<file path="src/hdl/gcs_pkg.sv">
// shared constants, types and gait pattern tables for the contact scheduler
package gcs_pkg;

    localparam int STEPS = 16;
    localparam int IW    = $clog2(STEPS);
    localparam int PW    = $clog2(STEPS + 1);
    localparam int KW    = $clog2(STEPS + 2);
    localparam int GW    = $clog2(4 * STEPS + 1);
    localparam int CW    = $clog2(2 * STEPS + 3);
    localparam int REP2  = STEPS / 2;
    localparam int REP4  = STEPS / 4;

    localparam logic [2:0] GAIT_NONE   = 3'd0;
    localparam logic [2:0] GAIT_STATIC = 3'd1;

    typedef struct packed {
        logic capture;
        logic roll;
        logic scan_init;
        logic rem_step;
        logic des_step;
        logic el_init;
        logic el_step;
        logic past_step;
        logic out_load;
    } gcs_cmd_t;

    typedef struct packed {
        logic ff_needed;
        logic flag;
        logic guard_done;
        logic adv;
        logic rem_more;
        logic idx_last;
        logic des_more;
        logic el_more;
        logic idx_zero;
        logic past_more;
    } gcs_stat_t;

    function automatic logic [2:0] pat_count(input logic [2:0] code);
        case (code)
            3'd1:    pat_count = 3'd1;
            3'd2:    pat_count = 3'd4;
            3'd3:    pat_count = 3'd2;
            3'd4:    pat_count = 3'd2;
            3'd5:    pat_count = 3'd2;
            3'd6:    pat_count = 3'd4;
            3'd7:    pat_count = 3'd4;
            default: pat_count = 3'd0;
        endcase
    endfunction

    function automatic logic [3:0] pat_row(input logic [2:0] code, input logic [1:0] p);
        case ({code, p})
            5'b001_00: pat_row = 4'hF;
            5'b010_00: pat_row = 4'hE;
            5'b010_01: pat_row = 4'hD;
            5'b010_10: pat_row = 4'hB;
            5'b010_11: pat_row = 4'h7;
            5'b011_00: pat_row = 4'h9;
            5'b011_01: pat_row = 4'h6;
            5'b100_00: pat_row = 4'h5;
            5'b100_01: pat_row = 4'hA;
            5'b101_00: pat_row = 4'h3;
            5'b101_01: pat_row = 4'hC;
            5'b110_00: pat_row = 4'h9;
            5'b110_01: pat_row = 4'hF;
            5'b110_10: pat_row = 4'h6;
            5'b110_11: pat_row = 4'hF;
            5'b111_00: pat_row = 4'h5;
            5'b111_01: pat_row = 4'h9;
            5'b111_10: pat_row = 4'hA;
            5'b111_11: pat_row = 4'h6;
            default:   pat_row = 4'h0;
        endcase
    endfunction

endpackage

</file>
<file path="src/hdl/gcs_ctrl.sv">
// sequencing state machine for rolls and phase scans
module gcs_ctrl import gcs_pkg::*; (
    input  logic      aclk,
    input  logic      aresetn,
    input  logic      s_tvalid,
    output logic      s_tready,
    output logic      m_tvalid,
    input  logic      m_tready,
    input  gcs_stat_t stat,
    output gcs_cmd_t  cmd
);

    typedef enum logic [9:0] {
        S_IDLE = 10'b0000000001,
        S_FF   = 10'b0000000010,
        S_ADV  = 10'b0000000100,
        S_INIT = 10'b0000001000,
        S_REM  = 10'b0000010000,
        S_DES  = 10'b0000100000,
        S_ELI  = 10'b0001000000,
        S_ELP  = 10'b0010000000,
        S_PST  = 10'b0100000000,
        S_DONE = 10'b1000000000
    } state_t;

    state_t state_reg, state_next;
    logic   mvalid_reg, mvalid_next;
    logic   out_free;

    assign s_tready = (state_reg == S_IDLE);
    assign m_tvalid = mvalid_reg;
    assign out_free = !mvalid_reg || m_tready;

    always_comb begin
        state_next  = state_reg;
        mvalid_next = mvalid_reg && !m_tready;
        cmd         = '0;
        case (state_reg)
            S_IDLE: begin
                if (s_tvalid) begin
                    cmd.capture = 1'b1;
                    state_next  = S_FF;
                end
            end
            S_FF: begin
                if (stat.ff_needed && !stat.flag && !stat.guard_done) begin
                    cmd.roll = 1'b1;
                end else begin
                    state_next = S_ADV;
                end
            end
            S_ADV: begin
                cmd.roll   = stat.adv;
                state_next = S_INIT;
            end
            S_INIT: begin
                cmd.scan_init = 1'b1;
                state_next    = S_REM;
            end
            S_REM: begin
                if (stat.rem_more) begin
                    cmd.rem_step = 1'b1;
                end else if (stat.idx_last) begin
                    state_next = S_DES;
                end else begin
                    state_next = S_ELI;
                end
            end
            S_DES: begin
                if (stat.des_more) begin
                    cmd.des_step = 1'b1;
                end else begin
                    state_next = S_ELI;
                end
            end
            S_ELI: begin
                cmd.el_init = 1'b1;
                state_next  = S_ELP;
            end
            S_ELP: begin
                if (stat.el_more) begin
                    cmd.el_step = 1'b1;
                end else if (stat.idx_zero) begin
                    state_next = S_PST;
                end else begin
                    state_next = S_DONE;
                end
            end
            S_PST: begin
                if (stat.past_more) begin
                    cmd.past_step = 1'b1;
                end else begin
                    state_next = S_DONE;
                end
            end
            S_DONE: begin
                if (out_free) begin
                    cmd.out_load = 1'b1;
                    mvalid_next  = 1'b1;
                    state_next   = S_IDLE;
                end
            end
            default: state_next = S_IDLE;
        endcase
    end

    always_ff @(posedge aclk) begin
        if (!aresetn) begin
            state_reg  <= S_IDLE;
            mvalid_reg <= 1'b0;
        end else begin
            state_reg  <= state_next;
            mvalid_reg <= mvalid_next;
        end
    end

endmodule

</file>
<file path="src/hdl/gcs_dp.sv">
// contact tables, roll logic, scan counters and result register
module gcs_dp import gcs_pkg::*; (
    input  logic        aclk,
    input  logic        aresetn,
    input  logic [15:0] s_tdata,
    output logic [23:0] m_tdata,
    input  gcs_cmd_t    cmd,
    output gcs_stat_t   stat
);

    logic [3:0]    past_reg [STEPS+1];
    logic [3:0]    cur_reg  [STEPS];
    logic [3:0]    des_reg  [STEPS];
    logic [3:0]    cur_roll [STEPS];
    logic [3:0]    des_roll [STEPS];
    logic [3:0]    des_load [STEPS];
    logic [2:0]    gait_reg;
    logic          flag_reg, ff_reg, adv_reg, st_reg;
    logic [IW-1:0] row_reg, idx_reg, idx_p1, idx_m1;
    logic [1:0]    leg_reg;
    logic [KW-1:0] k_reg;
    logic [GW-1:0] guard_reg;
    logic [CW-1:0] rem_reg, el_reg;
    logic [CW:0]   tot;
    logic [23:0]   out_reg;
    logic [2:0]    tgt;
    logic [3:0]    qrow;
    logic [IW-1:0] row_clamp;
    logic          live_c, live_d, gchg;

    assign tgt    = s_tdata[2:0];
    assign qrow   = s_tdata[7:4];
    assign gchg   = (tgt != GAIT_NONE) && (tgt != gait_reg);
    assign idx_p1 = idx_reg + 1'b1;
    assign idx_m1 = idx_reg - 1'b1;
    assign row_clamp = (int'(qrow) >= STEPS) ? IW'(STEPS - 1) : IW'(qrow);

    always_comb begin
        live_c = 1'b1;
        live_d = 1'b1;
        for (int j = 0; j < STEPS; j++) begin
            if (j < STEPS - 1 && live_c && cur_reg[j+1] != 4'h0) begin
                cur_roll[j] = cur_reg[j+1];
            end else if (live_c) begin
                cur_roll[j] = des_reg[0];
                live_c      = 1'b0;
            end else begin
                cur_roll[j] = cur_reg[j];
            end
            if (j < STEPS - 1 && live_d && des_reg[j+1] != 4'h0) begin
                des_roll[j] = des_reg[j+1];
            end else if (live_d) begin
                des_roll[j] = des_reg[0];
                live_d      = 1'b0;
            end else begin
                des_roll[j] = des_reg[j];
            end
        end
    end

    always_comb begin
        for (int i = 0; i < STEPS; i++) begin
            case (pat_count(tgt))
                3'd1:    des_load[i] = pat_row(tgt, 2'd0);
                3'd2:    des_load[i] = (i < 2 * REP2) ? pat_row(tgt, 2'(i / REP2)) : 4'h0;
                3'd4:    des_load[i] = (i < 4 * REP4) ? pat_row(tgt, 2'(i / REP4)) : 4'h0;
                default: des_load[i] = 4'h0;
            endcase
        end
    end

    always_comb begin
        stat            = '0;
        stat.ff_needed  = ff_reg;
        stat.flag       = flag_reg;
        stat.guard_done = (int'(guard_reg) >= 4 * STEPS);
        stat.adv        = adv_reg;
        stat.idx_last   = (int'(idx_reg) == STEPS - 1);
        stat.idx_zero   = (idx_reg == '0);
        stat.rem_more   = !stat.idx_last && (cur_reg[idx_p1][leg_reg] == st_reg);
        stat.des_more   = (int'(k_reg) < STEPS) && (des_reg[k_reg[IW-1:0]][leg_reg] == st_reg);
        stat.el_more    = !stat.idx_zero && (cur_reg[idx_m1][leg_reg] == st_reg);
        stat.past_more  = (int'(k_reg) < STEPS + 1) && (past_reg[k_reg[PW-1:0]] != 4'h0)
                          && (past_reg[k_reg[PW-1:0]][leg_reg] == st_reg);
    end

    always_ff @(posedge aclk) begin
        if (!aresetn) begin
            for (int i = 0; i < STEPS + 1; i++) past_reg[i] <= 4'h0;
            for (int i = 0; i < STEPS; i++) begin
                cur_reg[i] <= 4'hF;
                des_reg[i] <= 4'hF;
            end
            gait_reg <= GAIT_NONE;
            flag_reg <= 1'b0;
            ff_reg   <= 1'b0;
        end else begin
            if (cmd.capture) begin
                ff_reg <= gchg && (gait_reg == GAIT_STATIC) && (tgt != GAIT_STATIC);
                if (gchg) begin
                    des_reg  <= des_load;
                    gait_reg <= tgt;
                end
            end
            if (cmd.roll) begin
                for (int m = 1; m < STEPS + 1; m++) past_reg[m] <= past_reg[m-1];
                past_reg[0] <= cur_reg[0];
                flag_reg    <= (cur_reg[0] != cur_reg[1]);
                cur_reg     <= cur_roll;
                des_reg     <= des_roll;
            end
        end
    end

    assign tot = {1'b0, el_reg} + {1'b0, rem_reg};

    always_ff @(posedge aclk) begin
        if (cmd.capture) begin
            adv_reg   <= s_tdata[3];
            row_reg   <= row_clamp;
            leg_reg   <= s_tdata[9:8];
            guard_reg <= '0;
        end
        if (cmd.roll) guard_reg <= guard_reg + 1'b1;
        if (cmd.scan_init) begin
            st_reg  <= cur_reg[row_reg][leg_reg];
            idx_reg <= row_reg;
            rem_reg <= CW'(1);
            el_reg  <= '0;
            k_reg   <= '0;
        end
        if (cmd.rem_step) begin
            idx_reg <= idx_p1;
            rem_reg <= rem_reg + 1'b1;
        end
        if (cmd.des_step) begin
            k_reg   <= k_reg + 1'b1;
            rem_reg <= rem_reg + 1'b1;
        end
        if (cmd.el_init) begin
            idx_reg <= row_reg;
            k_reg   <= '0;
        end
        if (cmd.el_step) begin
            idx_reg <= idx_m1;
            el_reg  <= el_reg + 1'b1;
        end
        if (cmd.past_step) begin
            k_reg  <= k_reg + 1'b1;
            el_reg <= el_reg + 1'b1;
        end
        if (cmd.out_load) begin
            out_reg[0]     <= flag_reg;
            out_reg[1]     <= st_reg;
            out_reg[7:2]   <= (int'(el_reg) > 63) ? 6'd63 : 6'(el_reg);
            out_reg[13:8]  <= (int'(rem_reg) > 63) ? 6'd63 : 6'(rem_reg);
            out_reg[20:14] <= (int'(tot) > 127) ? 7'd127 : 7'(tot);
            out_reg[23:21] <= gait_reg;
        end
    end

    assign m_tdata = out_reg;

endmodule

</file>
<file path="src/hdl/gait_contact_scheduler_core.sv">
// top level of the gait contact scheduler
//  channel | dir | data fields (low bit up)
//  s_      | in  | target_gait, advance, query_row, query_leg
//  m_      | out | new_phase, contact, elapsed, remaining, duration, gait_now
// one item at a time; each item runs capture, fast-forward rolls (up to 4*STEPS),
// the advance roll if requested, scan init, the remaining scan (which may carry into
// the desired table), elapsed init, the elapsed scan (which may carry into the past
// table) and the result load; remaining and elapsed each reach at most about 2*STEPS
// reset clears the tables to their start patterns
// a held result stalls only the result load of the next item, in S_DONE
module gait_contact_scheduler_core import gcs_pkg::*; (
    input  logic        aclk,
    input  logic        aresetn,
    input  logic        s_tvalid,
    output logic        s_tready,
    input  logic [15:0] s_tdata,   // target_gait, advance, query_row, query_leg
    output logic        m_tvalid,
    input  logic        m_tready,
    output logic [23:0] m_tdata    // new_phase, contact, elapsed_steps,
                                   // remaining_steps, duration_steps, gait_now
);

    gcs_cmd_t  cmd;
    gcs_stat_t stat;

    gcs_ctrl u_ctrl (
        .aclk     (aclk),
        .aresetn  (aresetn),
        .s_tvalid (s_tvalid),
        .s_tready (s_tready),
        .m_tvalid (m_tvalid),
        .m_tready (m_tready),
        .stat     (stat),
        .cmd      (cmd)
    );

    gcs_dp u_dp (
        .aclk    (aclk),
        .aresetn (aresetn),
        .s_tdata (s_tdata),
        .m_tdata (m_tdata),
        .cmd     (cmd),
        .stat    (stat)
    );

endmodule

</file>
<file path="config.mk">
export PLATFORM = sky130hd
export DESIGN_NAME = gait_contact_scheduler_core
export DESIGN_NICKNAME = d
export VERILOG_FILES = /design/src/hdl/gcs_pkg.sv /design/src/hdl/gcs_ctrl.sv /design/src/hdl/gcs_dp.sv /design/src/hdl/gait_contact_scheduler_core.sv
export SDC_FILE = /design/constraint.sdc
export NUM_CORES = 1
export LEC_CHECK = 0
export CORE_MARGIN = 3
export CORE_UTILIZATION = 45
export DETAILED_ROUTE_END_ITERATION = 8
export DONT_BUFFER_PORTS = 1
export GPL_ROUTABILITY_DRIVEN = 0
export PLACE_DENSITY = 0.6
export SETUP_SLACK_MARGIN = 0.02
export SLEW_MARGIN = 5
export SYNTH_ARGS = -nofsm -noshare
export SYNTH_HDL_FRONTEND = slang
export SYNTH_SLANG_ARGS = --single-unit
</file>
<file path="constraint.sdc">
create_clock -name aclk -period 5.6 [get_ports aclk]
set_input_delay 1.12 -clock aclk [delete_from_list [all_inputs] [get_ports aclk]]
set_output_delay 1.12 -clock aclk [all_outputs]
set_load 0.02 [all_outputs]
</file>
======== Yosys cells after proc, flatten, opt, wreduce, memory -nomap -nowiden ========
Memories as Yosys holds them, arrays and structs flattened. A register that Yosys moved wholly into a read port is not among the register bits.
Cells that the tools add are included.
operators by class
  add/sub/neg operators ................... 7
  multipliers ............................. 0
  div/mod/pow operators ................... 0
  magnitude comparators ................... 8
  equal/unequal tests ..................... 52
  shifts and indexed selects .............. 0
  mux-type cells .......................... 189
  bitwise operators ....................... 21
  reduce and logical (&&, ||, !) cells .... 138
operator list
  cell                 number
  $mux 4               89
  $mux 64              3
  $reduce_bool 4->1    33
  $pmux 10 s10         1
  $mux 10              8
  $bmux 4 s4           4
  $mux 1               56
  $pmux 4 s3           4
  $reduce_and 3->1     16
  $ne 3x1->1 const B   15
  $logic_and 1x1->1    39
  $mux 6               6
  $reduce_and 2->1     16
  $reduce_bool 2->1    16
  $mux 5               5
  $pmux 4 s6           1
  $mux 7               3
  $ge 5x5->1 const B   4
  $not 4->5            4
  $pmux 4 s5           1
  $or 1x1->1           17
  $eq 3x3->1 const B   5
  $add 6x1->6 const B  2
  $ne 2x2->1 const B   6
  36 further kinds     61
storage, ports and cells
  register bits ........................... 204
  latch bits .............................. 0
  bits in writable memories ............... 68
  bits in read-only memories .............. 0
  input bits .............................. 20
  word-level logic and storage cells ...... 463
  memories kept ........................... 1
memory list
  memory         depth  bits a word  read ports  clocked after Yosys merged registers in  wr ports  RTL line      RTL
  u_dp.past_reg  17     4            17          1                                        17        gcs_dp.sv:11  logic [3:0] past_reg [STEPS+1];

======== Depth between registers and ports, before layout ========
  depth in word-level cells ............... 32
  mapped depth ............................ 13
  mapped depth without buffers ............ 10

======== Hierarchy ========
From an unflattened synthesis, not the netlist that was laid out.
second synthesis, totals
  cell total of the unflattened synthesis .. 1534
  area total of the unflattened synthesis .. 15771.4 um^2
by module, submodules not included
  module    times used  cells each  area an instance (um^2)  seq. area each (um^2)
  gcs_dp    1           1442        14899.3                  6606.3
  gcs_ctrl  1           92          872.1                    220.2

======== Least setup slack after synthesis ========
OpenSTA, ideal clock, no wires.
  path kind ............................... register to register
  start ................................... reg u_dp.idx_reg[0]
  end ..................................... reg u_dp.idx_reg[0] (enable)
  setup time .............................. 273 ps
  data arrival time ....................... 3607 ps
  required time ........................... 5327 ps
  slack ................................... 1720 ps
  stages on the path, launching flop included .. 12
  path buffers ............................ 2
  clock period less this slack ............ 3880 ps
  path through ............................ edfxtp_1 > buf_6 > inv_4 > buf_4 > ha_1 > xor2_1 > mux4_1 > mux4_2 > o22ai_1 > o21ai_0 > and3_4 > or3_1
on the way
  word-level cells in the longest chain between the ends .. 12
  elaborated cells between the ends (all ways) .. 27
  those cells by class .................... add/sub (2); eq/ne (3); mux (14); bitwise (2); reduce/logical (6)
RTL lines
  item                                        RTL line                        RTL
  start: declaration                          gcs_dp.sv:19                    logic [IW-1:0] row_reg, idx_reg, idx_p1, idx_m1;
  start signal: assignment                    gcs_dp.sv:127                   idx_reg <= row_reg;
  start signal: assignment                    gcs_dp.sv:133                   idx_reg <= idx_p1;
  start signal: assignment                    gcs_dp.sv:141                   idx_reg <= row_reg;
  $sub 4x1->4 or $add 4x1->4 (tied branches)  gcs_dp.sv:35, gcs_dp.sv:34
  $not 4->5 (on tied branches)                gcs_dp.sv:82, gcs_dp.sv:80
  $bmux 4 s4 (on tied branches)               gcs_dp.sv:82, gcs_dp.sv:80
  $mux 4 (on tied branches) (2 in series)     gcs_dp.sv:82, gcs_dp.sv:80
  $bmux 1 s2 (on tied branches)               gcs_dp.sv:82, gcs_dp.sv:80
  $mux 1 (on tied branches)                   gcs_dp.sv:82, gcs_dp.sv:80
  $eq 1x1->1 (on tied branches)               gcs_dp.sv:82, gcs_dp.sv:80
  $logic_and 1x1->1 (on tied branches)        gcs_dp.sv:82, gcs_dp.sv:80
  $mux 1 (on tied branches)                   gcs_ctrl.sv:81, gcs_ctrl.sv:61
  $mux 1                                      gcs_ctrl.sv:38                  case (state_reg)
  $reduce_bool 4->1 (no source line) (*)      -
Every way passes the cells marked *; elsewhere a longest branch is shown, timed or not. The select of a mux whose other input is x is not followed.
A chain may end at the register's enable or synchronous reset.

======== Final worst setup path ========
  start ................................... reg u_dp.idx_reg[0]
  end ..................................... reg u_dp.el_reg[3] (enable)
on the way
  word-level cells in the longest chain between the ends .. 12
  elaborated cells between the ends (all ways) .. 14
  those cells by class .................... add/sub (1); eq/ne (1); mux (7); bitwise (1); reduce/logical (4)
RTL lines
  item                                        RTL line        RTL
  $sub 4x1->4                                 gcs_dp.sv:35    assign idx_m1 = idx_reg - 1'b1;
  $not 4->5 (implied by the code)             gcs_dp.sv:82    stat.el_more = !stat.idx_zero && (cur_reg[idx_m1][leg_reg] == st_reg);
  $bmux 4 s4                                  gcs_dp.sv:82
  $mux 4 (implied by the code) (2 in series)  gcs_dp.sv:82
  $bmux 1 s2                                  gcs_dp.sv:82
  $mux 1 (implied by the code)                gcs_dp.sv:82
  $eq 1x1->1                                  gcs_dp.sv:82
  $logic_and 1x1->1 (*)                       gcs_dp.sv:82
  $mux 1 (*)                                  gcs_ctrl.sv:81  if (stat.el_more) begin
  $mux 1 (*)                                  gcs_ctrl.sv:38
  $reduce_bool 3->1 (no source line) (*)      -
  end signal: assignment                      gcs_dp.sv:146   el_reg <= el_reg + 1'b1;
  end signal: assignment                      gcs_dp.sv:150   el_reg <= el_reg + 1'b1;
  end: declaration                            gcs_dp.sv:23    logic [CW-1:0] rem_reg, el_reg;
Marked as above.

==> impl_metrics.prom <==
# TYPE chip_impl_metric gauge
chip_impl_metric{name="cts_num_sinks",unit=""} 277
chip_impl_metric{name="cts_buffers",unit=""} 31
chip_impl_metric{name="total_leakage_power",unit="nW"} 6.610
chip_impl_metric{name="post_synth_edffs",unit=""} 128
chip_impl_metric{name="die-area",unit="um^2"} 36580
chip_impl_metric{name="floorplan.initialDensity",unit="%"} 45.83
chip_impl_metric{name="fin_area",unit="um^2"} 16750
chip_impl_metric{name="postCtsSetupBuffers",unit=""} 0
chip_impl_metric{name="avgRoutedWirePerCell",unit="um"} 21.59
chip_impl_metric{name="grt_start_max_net_pins",unit=""} 214
chip_impl_metric{name="worst_ep_required_time",unit="ns"} 5.85
chip_impl_metric{name="synth_fp_nets",unit=""} 1516
chip_impl_metric{name="antenna-diode-count",unit=""} 0
chip_impl_metric{name="drcViolationCount",unit=""} 0
chip_impl_metric{name="max-vdd-ir-drop",unit="mV"} 0.2038
chip_impl_metric{name="achievable-frequency",unit="MHz"} 226.7
chip_impl_metric{name="clock_insertion_delay_at_the_later_pin_of_the_skew_report",unit="ns"} 0.57
chip_impl_metric{name="placement_rows",unit=""} 67
chip_impl_metric{name="max_ffs_per_register",unit=""} 68
chip_impl_metric{name="worst_clock_skew",unit="ns"} 0.01898
chip_impl_metric{name="grtUsageMet1",unit="%"} 32.66
chip_impl_metric{name="synth-seq-cells",unit=""} 277
chip_impl_info{name="ranking_of_synthesized_cells_by_area",value="edfxtp_1 (25%), dfxtp_1 (19%), mux4_2 (10%)"} 1
chip_impl_metric{name="synth.yosys.seq_area_share",unit="%"} 44.20
chip_impl_metric{name="grt-ovfl-total",unit=""} 0
chip_impl_metric{name="synth-async-reset-ratio",unit="%"} 0
chip_impl_metric{name="route.detailed.vias_per_inst",unit=""} 6.348
chip_impl_info{name="synthDominantAreaCellType",value="edfxtp_1"} 1
chip_impl_metric{name="ant_nets",unit=""} 0
chip_impl_metric{name="netlist_area",unit="um^2"} 15450
chip_impl_info{name="hold_class",value="reg -> reg"} 1
chip_impl_info{name="cts_tree",value="built"} 1
chip_impl_metric{name="cts_buffer_depth",unit=""} 3
chip_impl_metric{name="cts_hold_buf",unit=""} 0
chip_impl_metric{name="flow.area_growth_from_synthesis",unit="%"} 8.417
chip_impl_metric{name="fin_tns_setup",unit="ns"} 0
chip_impl_metric{name="timing.final.hold_violations",unit=""} 0
chip_impl_metric{name="antenna_found_initial",unit=""} 0
chip_impl_metric{name="grt_pass1_wl",unit="um"} 65580
chip_impl_metric{name="grtUsageTotal",unit="%"} 22.13
chip_impl_metric{name="syn_area_per_cell",unit="um^2"} 10.42
chip_impl_metric{name="syn-instance-count",unit=""} 1483
chip_impl_metric{name="final.period_utilization",unit="%"} 78.78
chip_impl_metric{name="cp_data_arrival_time",unit="ns"} 4.67
chip_impl_metric{name="worst-path-max-fanout",unit=""} 21
chip_impl_metric{name="netlist-cell-type-count",unit=""} 82
chip_impl_info{name="crit_path_start_kind",value="flop"} 1
chip_impl_metric{name="synth_warnings",unit=""} 0
chip_impl_metric{name="power.density",unit="nW/um^2"} 287.6
chip_impl_metric{name="io_pins",unit=""} 46
chip_impl_info{name="status",value="completed"} 1
chip_impl_info{name="gr-max-usage-layer",value="met2"} 1
chip_impl_metric{name="chipWidth",unit="um"} 191.3
chip_impl_metric{name="design_power_total",unit="mW"} 4.815
chip_impl_metric{name="worst_slew_margin_rel",unit="%"} 20.37
chip_impl_info{name="post-synth-top-count-cell",value="nand2_1"} 1
chip_impl_metric{name="fin_util",unit="%"} 49.69
chip_impl_metric{name="grt.met2_usage",unit="%"} 34.64
chip_impl_metric{name="finalWorstPathRequiredPeriod",unit="ns"} 4.411
chip_impl_metric{name="final.hold.worst_slack",unit="ns"} 0.5238
chip_impl_metric{name="vias",unit=""} 12010
chip_impl_info{name="critPathKind",value="reg -> reg"} 1
chip_impl_metric{name="nets",unit=""} 1453
chip_impl_info{name="yosys-top-cells-count",value="nand2_1 (165), dfxtp_1 (149), edfxtp_1 (128)"} 1
chip_impl_metric{name="number_of_global_route_vias_before_repair",unit=""} 11500
chip_impl_metric{name="post_dp_hpwl",unit="um"} 27420
chip_impl_info{name="crit_path_end_kind",value="flop"} 1
chip_impl_metric{name="drt_iter0_markers",unit=""} 1263
chip_impl_metric{name="total_of_fill_cells_in_the_finished_design",unit=""} 3047
chip_impl_metric{name="cts_max_level",unit=""} 1
chip_impl_info{name="cts.root.buffer_cell",value="clkbuf_16"} 1
chip_impl_metric{name="final-max-slew-violation-count",unit=""} 0
chip_impl_info{name="synth_top_flop_cell",value="dfxtp_1"} 1
chip_impl_metric{name="core_area",unit="um^2"} 33700
chip_impl_metric{name="tightest_slew",unit="ns"} 1.184
chip_impl_metric{name="synth_top_area_share",unit="%"} 24.88
chip_impl_info{name="rsz_0062_raised_after_global_routing",value="false"} 1
chip_impl_metric{name="report.final.setup_viol",unit=""} 0
chip_impl_metric{name="cts.clk_slew.worst_paths",unit="ns"} 0.06
chip_impl_metric{name="die_h",unit="um"} 191.3
chip_impl_metric{name="finalWirelength",unit="um"} 40840
chip_impl_metric{name="port-buffer-count",unit=""} 0
chip_impl_metric{name="firstDrtPassIters",unit=""} 5
chip_impl_metric{name="groute.layer.met3.usage",unit="%"} 3.246
chip_impl_metric{name="max-cap-violations",unit=""} 0
chip_impl_metric{name="postCtsResizedCells",unit=""} 0
chip_impl_metric{name="total_placed_instance_area",unit="um^2"} 15670
chip_impl_metric{name="share_of_post_route_cells_with_drive_strength_above_1",unit="%"} 12.81
==> where the power goes <==
part,leakage [nW],total (mW),internal (mW),switching (mW)
Sequential,2.53,2.31,2.19,0.112
Clock,0.516,2.16,1.30,0.856
Combinational,3.57,0.349,0.142,0.206
Total,6.61,4.82,3.64,1.17
==> worst paths after layout <==
check / startpoint / end / slack [ns] / depth (start not counted)
worst min-delay path: u_dp.rem_reg[5] / u_dp.m_tdata[13] / 0.52 / 0
worst max-delay path: u_dp.idx_reg[0] / u_dp.el_reg[3] / 1.19 / 11
worst max register to register: u_dp.idx_reg[0] / u_dp.el_reg[3] / 1.19 / 11
worst min register to register: u_dp.rem_reg[5] / u_dp.m_tdata[13] / 0.52 / 0
==> per-layer routing <==
metal | share of wire [%] | up-vias | routed length [um]
met5 | 0 | - | 0
met4 | 1.8 | 0 | 727
met3 | 6.9 | 53 | 2806
met2 | 46 | 439 | 18770
met1 | 45 | 5926 | 18540
li1 | - | 5593 | -
==> cells in the final DEF (no fill, tap or decap), types with 6 or more instances in the layout <==
cell type and n:
nand2_1 164, dfxtp_1 148, edfxtp_1 128, a21oi_1 103
mux2i_1 77, and3_1 75, nor2_1 70, mux4_2 70
o211ai_1 59, o21ai_0 47, nor4_1 35, clkbuf_16 31
nor3_1 26, nand3_1 25, o311ai_0 25, a211oi_1 23
inv_1 20, or3_1 18, xnor2_1 18, buf_4 17
xor2_1 13, nor2b_1 13, a221oi_1 13, nand2b_1 12
ha_1 12, mux2_2 11, and2_1 10, or2_2 10
clkinv_1 9, o22ai_1 9, a21boi_0 9, a31oi_1 9
a22oi_1 8, or4_1 7, nor3b_1 6, bufinv_16 6
==> cells by family after synthesis <==
| logic type | count (synthesis) | synth area share (%) |
|---|---|---|
| fa+ha+maj | 13 | 1.102 |
| mux | 159 | 16.17 |
| simple gates | 499 | 16.84 |
| compound gates | 364 | 15.91 |
| xor+xnor | 33 | 1.968 |
| flops | 277 | 44.20 |
| buf+inv | 138 | 3.815 |
==> worst max-delay path: stages (launching register included) <==
cell	delay, ns
edfxtp_1	0.32
buf_4	0.33
inv_4	0.19
ha_1	0.26
xor2_1	0.53
buf_4	0.33
mux4_2	0.33
mux4_2	0.48
o22ai_1	0.36
o21ai_0	0.22
a32oi_2	0.47
nand2_1	0.28
==> final cells by class <==
cell class	instances	area, um^2	area share (%)
tap	448	560.5	3.347
clock buffer	35	800.8	4.782
inverter	25	96.34	0.5753
timing repair buffer	17	127.6	0.7621
clock inverter	22	279.0	1.666
multi-input combinational	1068	8054	48.09
sequential	277	6828	40.77
==> through the flow <==
step | std cells | worst slack, ns
after global placement | 1835 | 1.245
after CTS | 1892 | 1.177
after detailed placement | 1835 | 1.199
after floorplan | 1483 | 1.720
final | 1892 | 1.189
after global routing | 1892 | 0.8393
Note: power is estimated with default switching activity, not from simulation.
